[src/rtl/crfdt_pkg.sv]
// shared types and constants for the clipped rectangle fill / dirty tracker
// no dependencies; used by the controller, datapath and top level
package crfdt_pkg;

  // command mode codes
  localparam logic [2:0] MODE_PIXEL = 3'd0;
  localparam logic [2:0] MODE_RECT  = 3'd1;
  localparam logic [2:0] MODE_FILL  = 3'd2;
  localparam logic [2:0] MODE_FLUSH = 3'd3;
  localparam logic [2:0] MODE_READ  = 3'd4;

  // what the captured command turned into after clipping
  typedef enum logic [1:0] {
    KIND_NONE,
    KIND_WRITE,
    KIND_READ,
    KIND_FLUSH
  } kind_e;

  // controller states
  typedef enum logic [2:0] {
    ST_CLR_INIT,
    ST_CLR_SETUP,
    ST_CLR_FILL,
    ST_IDLE,
    ST_SETUP,
    ST_FILL,
    ST_READ,
    ST_DONE
  } state_e;

  // controller to datapath
  typedef struct packed {
    logic capture;
    logic load_clear;
    logic setup;
    logic step;
    logic result_load;
  } dp_cmd_t;

  // datapath to controller
  typedef struct packed {
    kind_e kind;
    logic  last;
  } dp_status_t;

endpackage

[src/rtl/crfdt_ctrl.sv]
// sequencing state machine for the framebuffer engine
// depends on crfdt_pkg; drives the datapath through dp_cmd_t
module crfdt_ctrl (
  input  logic                  clk_i,
  input  logic                  rst_ni,
  input  logic                  in_valid_i,
  output logic                  in_ready_o,
  output logic                  out_valid_o,
  input  logic                  out_ready_i,
  output crfdt_pkg::dp_cmd_t    cmd_o,
  input  crfdt_pkg::dp_status_t status_i
);

  crfdt_pkg::state_e state_q, state_d;
  logic              out_valid_q, out_valid_d;
  logic              slot_free;

  assign slot_free = !out_valid_q || out_ready_i;

  // next state
  always_comb begin
    state_d = state_q;
    unique case (state_q)
      crfdt_pkg::ST_CLR_INIT:  state_d = crfdt_pkg::ST_CLR_SETUP;
      crfdt_pkg::ST_CLR_SETUP: state_d = crfdt_pkg::ST_CLR_FILL;
      crfdt_pkg::ST_CLR_FILL: begin
        if (status_i.last) state_d = crfdt_pkg::ST_IDLE;
      end
      crfdt_pkg::ST_IDLE: begin
        if (in_valid_i) state_d = crfdt_pkg::ST_SETUP;
      end
      crfdt_pkg::ST_SETUP: begin
        unique case (status_i.kind)
          crfdt_pkg::KIND_WRITE: state_d = crfdt_pkg::ST_FILL;
          crfdt_pkg::KIND_READ:  state_d = crfdt_pkg::ST_READ;
          default:               state_d = crfdt_pkg::ST_DONE;
        endcase
      end
      crfdt_pkg::ST_FILL: begin
        if (status_i.last) state_d = crfdt_pkg::ST_DONE;
      end
      crfdt_pkg::ST_READ: state_d = crfdt_pkg::ST_DONE;
      crfdt_pkg::ST_DONE: begin
        if (slot_free) state_d = crfdt_pkg::ST_IDLE;
      end
      default: state_d = crfdt_pkg::ST_CLR_INIT;
    endcase
  end

  // outputs and datapath commands
  always_comb begin
    cmd_o      = '0;
    in_ready_o = 1'b0;
    unique case (state_q)
      crfdt_pkg::ST_CLR_INIT:  cmd_o.load_clear = 1'b1;
      crfdt_pkg::ST_CLR_SETUP: cmd_o.setup = 1'b1;
      crfdt_pkg::ST_CLR_FILL:  cmd_o.step = 1'b1;
      crfdt_pkg::ST_IDLE: begin
        in_ready_o    = 1'b1;
        cmd_o.capture = in_valid_i;
      end
      crfdt_pkg::ST_SETUP: cmd_o.setup = 1'b1;
      crfdt_pkg::ST_FILL:  cmd_o.step = 1'b1;
      crfdt_pkg::ST_READ:  ;
      crfdt_pkg::ST_DONE:  cmd_o.result_load = slot_free;
      default: ;
    endcase
  end

  // output slot occupancy
  always_comb begin
    out_valid_d = out_valid_q && !out_ready_i;
    if (cmd_o.result_load) out_valid_d = 1'b1;
  end

  assign out_valid_o = out_valid_q;

  always_ff @(posedge clk_i or negedge rst_ni) begin
    if (!rst_ni) begin
      state_q     <= crfdt_pkg::ST_CLR_INIT;
      out_valid_q <= 1'b0;
    end else begin
      state_q     <= state_d;
      out_valid_q <= out_valid_d;
    end
  end

endmodule

[config.mk]
export PLATFORM = sky130hd
export DESIGN_NAME = crfdt_ctrl
export DESIGN_NICKNAME = d
export VERILOG_FILES = /design/src/rtl/crfdt_pkg.sv /design/src/rtl/crfdt_ctrl.sv
export SDC_FILE = /design/constraint.sdc
export NUM_CORES = 1
export LEC_CHECK = 0
export BUFFER_PORTS_ARGS = -buffer_cell sky130_fd_sc_hd__clkbuf_2
export CAP_MARGIN = 20
export CORE_AREA = 2 2 39 41
export CTS_BUF_LIST = sky130_fd_sc_hd__clkbuf_8
export DETAILED_ROUTE_END_ITERATION = 12
export DIE_AREA = 0 0 41 43
export PLACE_DENSITY_LB_ADDON = 0.15
export SLEW_MARGIN = 30
export SYNTH_ARGS = -nofsm -noshare
export SYNTH_HDL_FRONTEND = slang
export SYNTH_SLANG_ARGS = --single-unit
export TNS_END_PERCENT = 100
[constraint.sdc]
create_clock -name clk_i -period 1.3 [get_ports clk_i]
set_clock_uncertainty 0.1 [all_clocks]
set_input_delay 0.065 -clock clk_i [delete_from_list [all_inputs] [get_ports clk_i]]
set_output_delay 0.065 -clock clk_i [all_outputs]
set_load 0.01 [all_outputs]
==> results of run 1 <==
flip-flops by register name, summed over array words and instances, names as in the netlist:
name,cells
out_valid_o,1
state_q,3
layer usage:
metal	wire, um	track usage	vias to the layer above
met5	0	0	-
met1	354	0.1234	157
met3	32	0.03665	2
met2	500	0.1531	8
met4	19	0.1400	0
li1	-	-	159
critical path, cell delays in order, from the launching register on:
cell	delay [ns]
dfrtp_2	0.45
buf_6	0.15
nor3_4	0.15
buf_2	0.15
path summary, 6_finish.rpt:
path                                  start  slack, ns  cells past startpoint     endpoint
worst min-delay path             in_valid_i       0.07                      3   state_q[2]
min in group asynchronous            rst_ni       0.08                      2   state_q[0]
worst max-delay path             state_q[1]     0.0009                      3     cmd_o[3]
worst min register to register  out_valid_o       0.47                      2  out_valid_o
worst max register to register   state_q[0]       0.03                      4   state_q[1]
max in group asynchronous            rst_ni       0.87                      2   state_q[2]
cell usage in the layout, fill, tap and decap left out, drive strengths merged:
| master | synthesis | layout |
|---|---|---|
| a21oi | 3 | 3 |
| a2bb2oi | 1 | 1 |
| and3 | 1 | 1 |
| buf | 3 | 12 |
| clkbuf | 0 | 12 |
| dfrtp | 4 | 4 |
| dlygate4sd3 | 0 | 3 |
| inv | 3 | 3 |
| nand2 | 2 | 2 |
| nand2b | 1 | 1 |
| nand3 | 2 | 2 |
| nor2 | 3 | 3 |
| nor3 | 2 | 2 |
| nor3b | 1 | 1 |
| nor4 | 2 | 2 |
| nor4b | 1 | 1 |
| o21ai | 2 | 2 |
| xnor2 | 1 | 1 |
through the flow:
step                worst slack (ns)  utilization  hold slack [ns]  TNS [ns]  instance area (sq um)
floorplan                     0.1947            -          -0.3306         0                  299.0
global placement             0.07220       0.2559          -0.2211         0                  354.1
detailed placement           0.05710       0.2559          -0.2150         0                  354.1
CTS                         -0.02070       0.3228          0.02731  -0.02070                  446.7
global route                -0.02655       0.4024          0.07133  -0.08143                  556.8
finish                     0.0009430       0.4024          0.06586         0                  556.8
cell families after synthesis:
family	after synthesis	share of synthesized area
DFF	4	0.3347
AOI/OAI and AO/OA	6	0.1380
buffers and inverters	6	0.1381
and+or+nand+nor	15	0.3598
xor gates and xnor gates	1	0.02929
cell type report:
cell class	instances	area, sq um	area share
clock buffer	3	41.29	0.07416
tap	16	20.02	0.03596
sequential	4	103.9	0.1865
inverter	3	11.26	0.02022
multi-input combinational	22	195.2	0.3506
timing repair buffer	24	185.2	0.3326
synthesized netlist by cell type:
cell,count
nor4_1,1
o21ai_0,1
nand3_1,1
nor4b_2,1
a21oi_2,2
buf_6,2
xnor2_1,1
nor4_2,1
a21oi_1,1
dfrtp_1,4
nor3_2,1
and3_1,1
a2bb2oi_1,1
o21ai_1,1
buf_4,1
inv_2,1
nor3b_2,1
nand2_1,2
nand3_2,1
nor3_1,1
nor2_1,3
nand2b_1,1
inv_1,2
report_power, final:
part / internal [mW] / switching (mW) / total [mW]
clock network: 0.198 / 0.0734 / 0.272
logic: 0.396 / 0.342 / 0.737
registers: 0.191 / 0.108 / 0.299
timing repair:
item | CTS | global route
hold endpoints to repair | 6 | 0
setup buffers | 2 | 6
pin swaps | 0 | 4
cloned | 0 | 0
gates resized for setup | 4 | 16
endpoints found under the setup margin | 6 | 5
hold buffers | 3 | 0
==> impl_metrics.py, run 1 <==
metrics = {
    "timing": {
        "maxSlewHeadroom": 0.8264,
        "final.min_clock_period_ns": 1.299,
        "worstMarginPinSlew_ns": 0.2585,
        "fin_crit_sh": 0.9993,
        "fmax_mhz": 769.8,
        "rsz0062_at_grt": "yes",
        "finalHoldViolations": 0,
        "drv_slew": 0,
        "setup_viol": 0,
    },
    "clock_network": {
        "cts_buffers": 3,
        "clk_pin_slew_worst_paths_ns": 0.04,
        "cts_tree": "built",
        "cts_sinks": 4,
        "clockRootBuffer": "clkbuf_8",
        "insertion_delay_ns": 0.22,
        "cts_buffer_depth": 2,
        "h-tree-depth": 1,
    },
    "pwr": {
        "cellPowerDensity_nw_per_um2": 2349,
        "power_mw": 1.308,
        "ir_drop_mv": 0.8497,
        "p_leak_nw": 0.2597,
    },
    "place": {
        "gp_congestion": 0.6676,
        "place_inst": 58,
        "port_buffers": 13,
        "dp_hpwl_um": 534.7,
    },
    "synth": {
        "postSynthAreaPerCell_sq_um": 9.345,
        "synth_top_area_cell": "dfrtp_1",
        "syn_inst": 32,
        "syn-cell-area_sq_um": 299.0,
        "synth.area.top_cells": "dfrtp_1, buf_6, a21oi_2, nor4b_2, nor3b_2",
        "yosysSeqAreaShare": 0.3347,
        "synth_top_area_frac": 0.3347,
        "ys_warn_count": 0,
        "yosysUniqueCellTypes": 23,
        "syn-num-nets": 39,
        "ys_ff_latch": 4,
    },
    "routing": {
        "antenna_left": 0,
        "drtIter0Drc": 1,
        "firstDrtPassIters": 3,
        "post_drt_wl_per_cell_um": 12.60,
        "vias": 326,
        "vias_per_cell": 4.528,
        "wirelength_um": 907,
        "drc": 0,
    },
    "floorplan": {
        "coreArea_sq_um": 1384,
        "rows": 14,
        "dieWidth_um": 41,
        "initial_core_util": 0.2161,
        "die_h_um": 43,
        "ios": 14,
        "dieArea_sq_um": 1763,
    },
    "worst_setup_path": {
        "startpoint_type": "flip-flop",
        "cp.arrival_ns": 1.13,
        "cp_max_fo": 7,
        "cp_data_required_time_ns": 1.13,
        "end_kind": "primary output",
        "criticalPathCategory": "reg2out",
    },
    "final_layout": {
        "final_cells": 72,
        "diodes": 0,
        "syn_to_final_growth_pct": 86.19,
        "drive_gt1_frac": 0.6786,
        "fillers": 145,
        "nNetsFinal": 65,
    },
    "flow_run": {
        "maxCapViolCount": 0,
    },
    "global_route": {
        "overflow": 0,
        "grt_pass1_wl_um": 1235,
        "antenna_found_initial": 0,
        "grt_usage": 0.1158,
        "grt_max_degree": 12,
        "grt_pass1_vias": 284,
    },
    "status": {
        "status": "finished clean",
    },
    "worst_hold_path": {
        "hold_path.class": "in2reg",
    },
}
No activity file was read; power rests on OpenSTA's default activity.
==> run 2, diff against run 1 <==
--- a/config.mk
+++ b/config.mk
@@ -5,6 +5,7 @@
 export SDC_FILE = /design/constraint.sdc
 export NUM_CORES = 1
 export LEC_CHECK = 0
+export ABC_AREA = 1
 export BUFFER_PORTS_ARGS = -buffer_cell sky130_fd_sc_hd__clkbuf_2
 export CAP_MARGIN = 20
 export CORE_AREA = 2 2 39 41
==> run 2 against run 1 <==
The run now ends with negative setup slack left. Design area shrank 0.45%. Clock-buffer cell count is the same. Via count grew 18%. Critical path depth grew 3. Clock power shrank 4%. Utilization shrank 0.18 points. Global-route usage shrank 1.1 points. Worst hold slack lost 0.018 ns. Combinational power grew 24%.
==> impl_metrics.py, run 2 <==
metrics = {
    "final_layout": {
        "fin_area_sq_um": 554.3,
        "syn_to_final_growth_pct": 64.07,
        "nNetsFinal": 88,
        "top_register": "state_q",
        "layout_commonest_cell": "nand2_1",
        "final_cells": 95,
        "diodes": 0,
        "drive_gt1_frac": 0.5443,
        "largest_reg_flops": 3,
        "layout_common_cells": "nand2_1, clkbuf_2, inv_1, buf_4",
    },
    "timing": {
        "setup_tns_ns": -0.1057,
        "finalHoldViolations": 0,
        "fin_ws_ns": -0.09238,
        "setup_viol": 2,
        "rsz0062_at_grt": "yes",
        "fmax_mhz": 718.2,
        "fin_crit_sh": 1.071,
        "drv_slew": 0,
        "maxSlewHeadroom": 0.8913,
        "final.min_clock_period_ns": 1.392,
        "worstMarginPinSlew_ns": 0.1624,
    },
    "worst_setup_path": {
        "cp.arrival_ns": 1.23,
        "cp_data_required_time_ns": 1.13,
        "startpoint_type": "flip-flop",
        "end_kind": "primary output",
        "criticalPathCategory": "reg2out",
        "cp_max_fo": 6,
    },
    "routing": {
        "vias": 385,
        "drc": 0,
        "post_drt_wl_per_cell_um": 8.274,
        "antenna_left": 0,
        "drtIter0Drc": 9,
        "vias_per_cell": 4.053,
        "firstDrtPassIters": 4,
        "wirelength_um": 786,
    },
    "synth": {
        "ys_warn_count": 0,
        "synth_top_area_frac": 0.2963,
        "synth-edff-count": 0,
        "syn-cell-area_sq_um": 337.8,
        "ys.flop_type": "dfrtp_1",
        "syn_inst": 54,
        "yosysMostFrequentCell": "nand2_1",
        "synth_top_family_by_area": "simple AND/OR/NAND/NOR gates",
        "ys_ff_latch": 4,
        "yosysUniqueCellTypes": 13,
        "muxShareOfSynthArea": 0,
        "synthSimpleGateAreaFrac": 0.5296,
        "syn-num-nets": 61,
        "synth_adder_area_share": 0,
        "synthArstFlopShare": 1.000,
        "synth.area.top_cells": "dfrtp_1, nand2_1, inv_1, nand3_1, nor2_1",
        "synth.top_cells.by_count": "nand2_1, inv_1, nand3_1, nor2_1, dfrtp_1",
        "postSynthAreaPerCell_sq_um": 6.256,
        "yosysSeqAreaShare": 0.2963,
        "synth_top_area_cell": "dfrtp_1",
        "synth_compound_area_frac": 0.02963,
        "synth_xor_area_frac": 0,
    },
    "clock_network": {
        "clockRootBuffer": "clkbuf_8",
        "cts_sinks": 4,
        "cts_buffers": 3,
        "h-tree-depth": 1,
        "cts_buffer_depth": 2,
        "insertion_delay_ns": 0.22,
        "cts_tree": "built",
        "clk_pin_slew_worst_paths_ns": 0.03,
    },
    "place": {
        "dp_hpwl_um": 589.6,
        "placed_area_sq_um": 449.2,
        "gp_congestion": 0.7451,
        "place_inst": 87,
        "port_buffers": 13,
    },
    "worst_hold_path": {
        "hold_path.class": "in2reg",
    },
    "pwr": {
        "ir_drop_mv": 0.9613,
        "p_leak_nw": 0.3343,
        "cellPowerDensity_nw_per_um2": 2686,
    },
    "global_route": {
        "grt_usage": 0.1047,
        "grt_pass1_vias": 325,
        "grt_pass1_wl_um": 1179,
        "grt_max_degree": 8,
        "antenna_found_initial": 0,
        "overflow": 0,
    },
    "floorplan": {
        "ios": 14,
        "coreArea_sq_um": 1384,
        "dieArea_sq_um": 1763,
        "rows": 14,
        "dieWidth_um": 41,
        "die_h_um": 43,
        "initial_core_util": 0.2441,
    },
    "status": {
        "status": "finished, violations left",
        "failed_checks": "negative setup slack",
    },
    "flow_run": {
        "maxCapViolCount": 0,
    },
}
==> run 2: cells by family (layout without fill, tap and decap cells) <==
family	after synthesis	after routing
AND/OR/NAND/NOR	37	37
AO/OA/AOI/OAI	2	2
buffers and inverters	11	36
flip-flops	4	4
==> run 2: area by class of cell <==
type                    instances  area, sq um
fillers                       155        829.5
multi-input cells              39        201.4
repair buffers                 23        150.1
flip-flops and latches          4        103.9
clock buffers                   3        41.29
inverters                      10        37.54
well taps                      16        20.02
==> run 2: timing repair <==
item                                    in CTS  in global routing
hold buffers                                 1                  0
gates resized for setup                      9                  5
hold endpoints to repair                     4                  0
setup buffers                                4                  1
pin swaps                                    5                  4
endpoints found under the setup margin       4                  8
==> run 2: worst paths after layout <==
| kind | from | end | slack (ns) | depth (start not counted) |
|---|---|---|---|---|
| worst max-delay path | state_q[0] | cmd_o[4] | -0.09 | 6 |
| worst min register to register | out_valid_o | out_valid_o | 0.45 | 2 |
| min in group asynchronous | rst_ni | out_valid_o | 0.08 | 2 |
| worst min-delay path | out_ready_i | out_valid_o | 0.05 | 4 |
| max in group asynchronous | rst_ni | state_q[1] | 0.88 | 2 |
| worst max register to register | state_q[0] | state_q[1] | 0.06 | 7 |
==> run 2: per-stage QoR <==
step / util / setup slack [ns] / hold slack [ns] / power (mW)
after floorplan: - / 0.09181 / -0.3306 / 0.7903
after CTS: 0.3987 / -0.1368 / 0.04200 / 1.489
after detailed placement: 0.3246 / 0.02093 / -0.2273 / 1.064
final: 0.4005 / -0.09238 / 0.04805 / 1.489
after global placement: 0.3246 / 0.007540 / -0.2263 / 1.077
after global routing: 0.4005 / -0.1508 / 0.06902 / 1.620
==> run 2: per-layer routing <==
layer	global-route usage	routed length, um
met5	0	0
met4	0.06000	17
met3	0.04712	54
met2	0.1531	355
met1	0.1201	359
==> run 2: report_power, final <==
part | internal, mW | switching [mW]
Clock | 0.197 | 0.0630
Combinational | 0.445 | 0.472
Sequential | 0.202 | 0.109
==> run 2: critical path: stages (launching register included) <==
cell and delay [ns]:
dfrtp_2 0.44, nand3_2 0.10, nor2_2 0.04, nor2_2 0.14
nand2_2 0.07, nor2_1 0.09, buf_2 0.13
==> run 3, diff against run 2 <==
--- a/config.mk
+++ b/config.mk
@@ -6,12 +6,12 @@
 export NUM_CORES = 1
 export LEC_CHECK = 0
 export ABC_AREA = 1
-export BUFFER_PORTS_ARGS = -buffer_cell sky130_fd_sc_hd__clkbuf_2
 export CAP_MARGIN = 20
 export CORE_AREA = 2 2 39 41
 export CTS_BUF_LIST = sky130_fd_sc_hd__clkbuf_8
 export DETAILED_ROUTE_END_ITERATION = 12
 export DIE_AREA = 0 0 41 43
+export DONT_BUFFER_PORTS = 1
 export PLACE_DENSITY_LB_ADDON = 0.15
 export SLEW_MARGIN = 30
 export SYNTH_ARGS = -nofsm -noshare
==> run 3 against run 2 <==
The run ends with negative hold slack, negative setup slack left. Die area unchanged. First-iteration DRC count is 56% lower. Clock power decreased by 3%. Combinational power about the same. Critical path depth shrank 1. Largest cell class unchanged. Highest routed layer is now met3.
==> impl_metrics.py, run 3 (same netlist as run 2, synthesis figures left out) <==
metrics = {
    "status": {
        "status": "finished, violations left",
        "failed_checks": "negative hold slack, negative setup slack",
    },
    "timing": {
        "setup_viol": 1,
        "final.min_clock_period_ns": 1.313,
        "fmax_mhz": 761.5,
        "maxSlewHeadroom": 0.8748,
        "finalHoldViolations": 1,
        "fin_ws_ns": -0.01321,
        "fin_hold_ws_ns": -0.01613,
        "fin_crit_sh": 1.010,
        "drv_slew": 0,
        "setup_tns_ns": -0.01321,
        "rsz0062_at_grt": "yes",
        "worstMarginPinSlew_ns": 0.1872,
    },
    "floorplan": {
        "dieArea_sq_um": 1763,
        "rows": 14,
        "ios": 14,
        "die_h_um": 43,
        "coreArea_sq_um": 1384,
        "dieWidth_um": 41,
        "initial_core_util": 0.2441,
    },
    "final_layout": {
        "largest_reg_flops": 3,
        "final_cells": 83,
        "fin_area_sq_um": 516.7,
        "fin_util": 0.3734,
        "top_register": "state_q",
        "fillers": 154,
        "syn_to_final_growth_pct": 52.96,
        "diodes": 0,
        "nNetsFinal": 76,
        "layout_commonest_cell": "nand2_1",
        "drive_gt1_frac": 0.5224,
        "layout_common_cells": "nand2_1, buf_4, inv_1",
    },
    "worst_setup_path": {
        "cp.arrival_ns": 1.15,
        "cp_max_fo": 7,
        "criticalPathCategory": "reg2out",
        "r2r_slack_ns": 0.01,
        "startpoint_type": "flip-flop",
        "cp_data_required_time_ns": 1.13,
        "end_kind": "primary output",
    },
    "place": {
        "dp_hpwl_um": 617.9,
        "dp_slack_ns": 0.005880,
        "port_buffers": 0,
        "placed_area_sq_um": 384.1,
        "place_inst": 74,
        "gp_congestion": 0.7483,
    },
    "global_route": {
        "grt_pass1_vias": 317,
        "antenna_found_initial": 0,
        "grt_usage": 0.1027,
        "overflow": 0,
        "grt_max_degree": 8,
        "grt_pass1_wl_um": 1179,
    },
    "clock_network": {
        "cts_sinks": 4,
        "cts-hold-fix-buffers": 1,
        "h-tree-depth": 1,
        "cts_buffers": 3,
        "clk_pin_slew_worst_paths_ns": 0.03,
        "cts_buffer_depth": 2,
        "cts_tree": "built",
        "clockRootBuffer": "clkbuf_8",
        "insertion_delay_ns": 0.21,
    },
    "flow_run": {
        "maxCapViolCount": 0,
    },
    "routing": {
        "vias_per_cell": 4.277,
        "antenna_left": 0,
        "drtIter0Drc": 4,
        "wirelength_um": 787,
        "vias": 355,
        "post_drt_wl_per_cell_um": 9.482,
        "drc": 0,
        "firstDrtPassIters": 2,
    },
    "pwr": {
        "cellPowerDensity_nw_per_um2": 2862,
        "ir_drop_mv": 0.8804,
        "p_leak_nw": 0.2803,
        "power_mw": 1.479,
    },
    "worst_hold_path": {
        "hold_path.class": "in2reg",
    },
}
run 3: path summary, 6_finish.rpt:
check	from	endpoint	cells after the start
setup / recovery	state_q[1]	cmd_o[4]	5
hold / removal	out_ready_i	out_valid_o	3
setup reg to reg	state_q[1]	state_q[2]	7
hold reg to reg	out_valid_o	out_valid_o	2
max in group asynchronous	rst_ni	state_q[0]	1
min in group asynchronous	rst_ni	out_valid_o	1
run 3: timing repair:
item,CTS,global route
hold endpoints to repair,5,1
resized for setup,10,7
setup buffers,4,1
pin swaps,4,4
cloned,0,0
endpoints found under the setup margin,2,7
run 3: where the power goes:
| group | leakage [nW] | switching (mW) | total, mW | internal (mW) |
|---|---|---|---|---|
| registers | 0.0449 | 0.111 | 0.313 | 0.202 |
| clock network | 0.0216 | 0.0556 | 0.252 | 0.197 |
| logic | 0.214 | 0.503 | 0.914 | 0.410 |
| total | 0.280 | 0.670 | 1.48 | 0.809 |
run 3: critical path, stage by stage, from the launching register on:
cell	delay [ns]
dfrtp_2	0.45
nand3_2	0.09
nor2_2	0.04
nor2_2	0.15
nand2_2	0.09
nor2_4	0.11
run 3: per-layer routing:
metal	track usage	part of all wire	vias up
met5	0	0	-
met4	0.04000	0	0
met3	0.06806	0.072	0
met2	0.1500	0.46	12
met1	0.1136	0.47	155
li1	-	-	188
run 3: final cells by class:
cell class,count,area (sq um),share of cell area
flip-flops and latches,4,103.9,0.2010
repair buffers,11,88.84,0.1719
clock buffers,3,41.29,0.07990
inverters,10,37.54,0.07264
well taps,16,20.02,0.03874
multi-input cells,39,225.2,0.4358
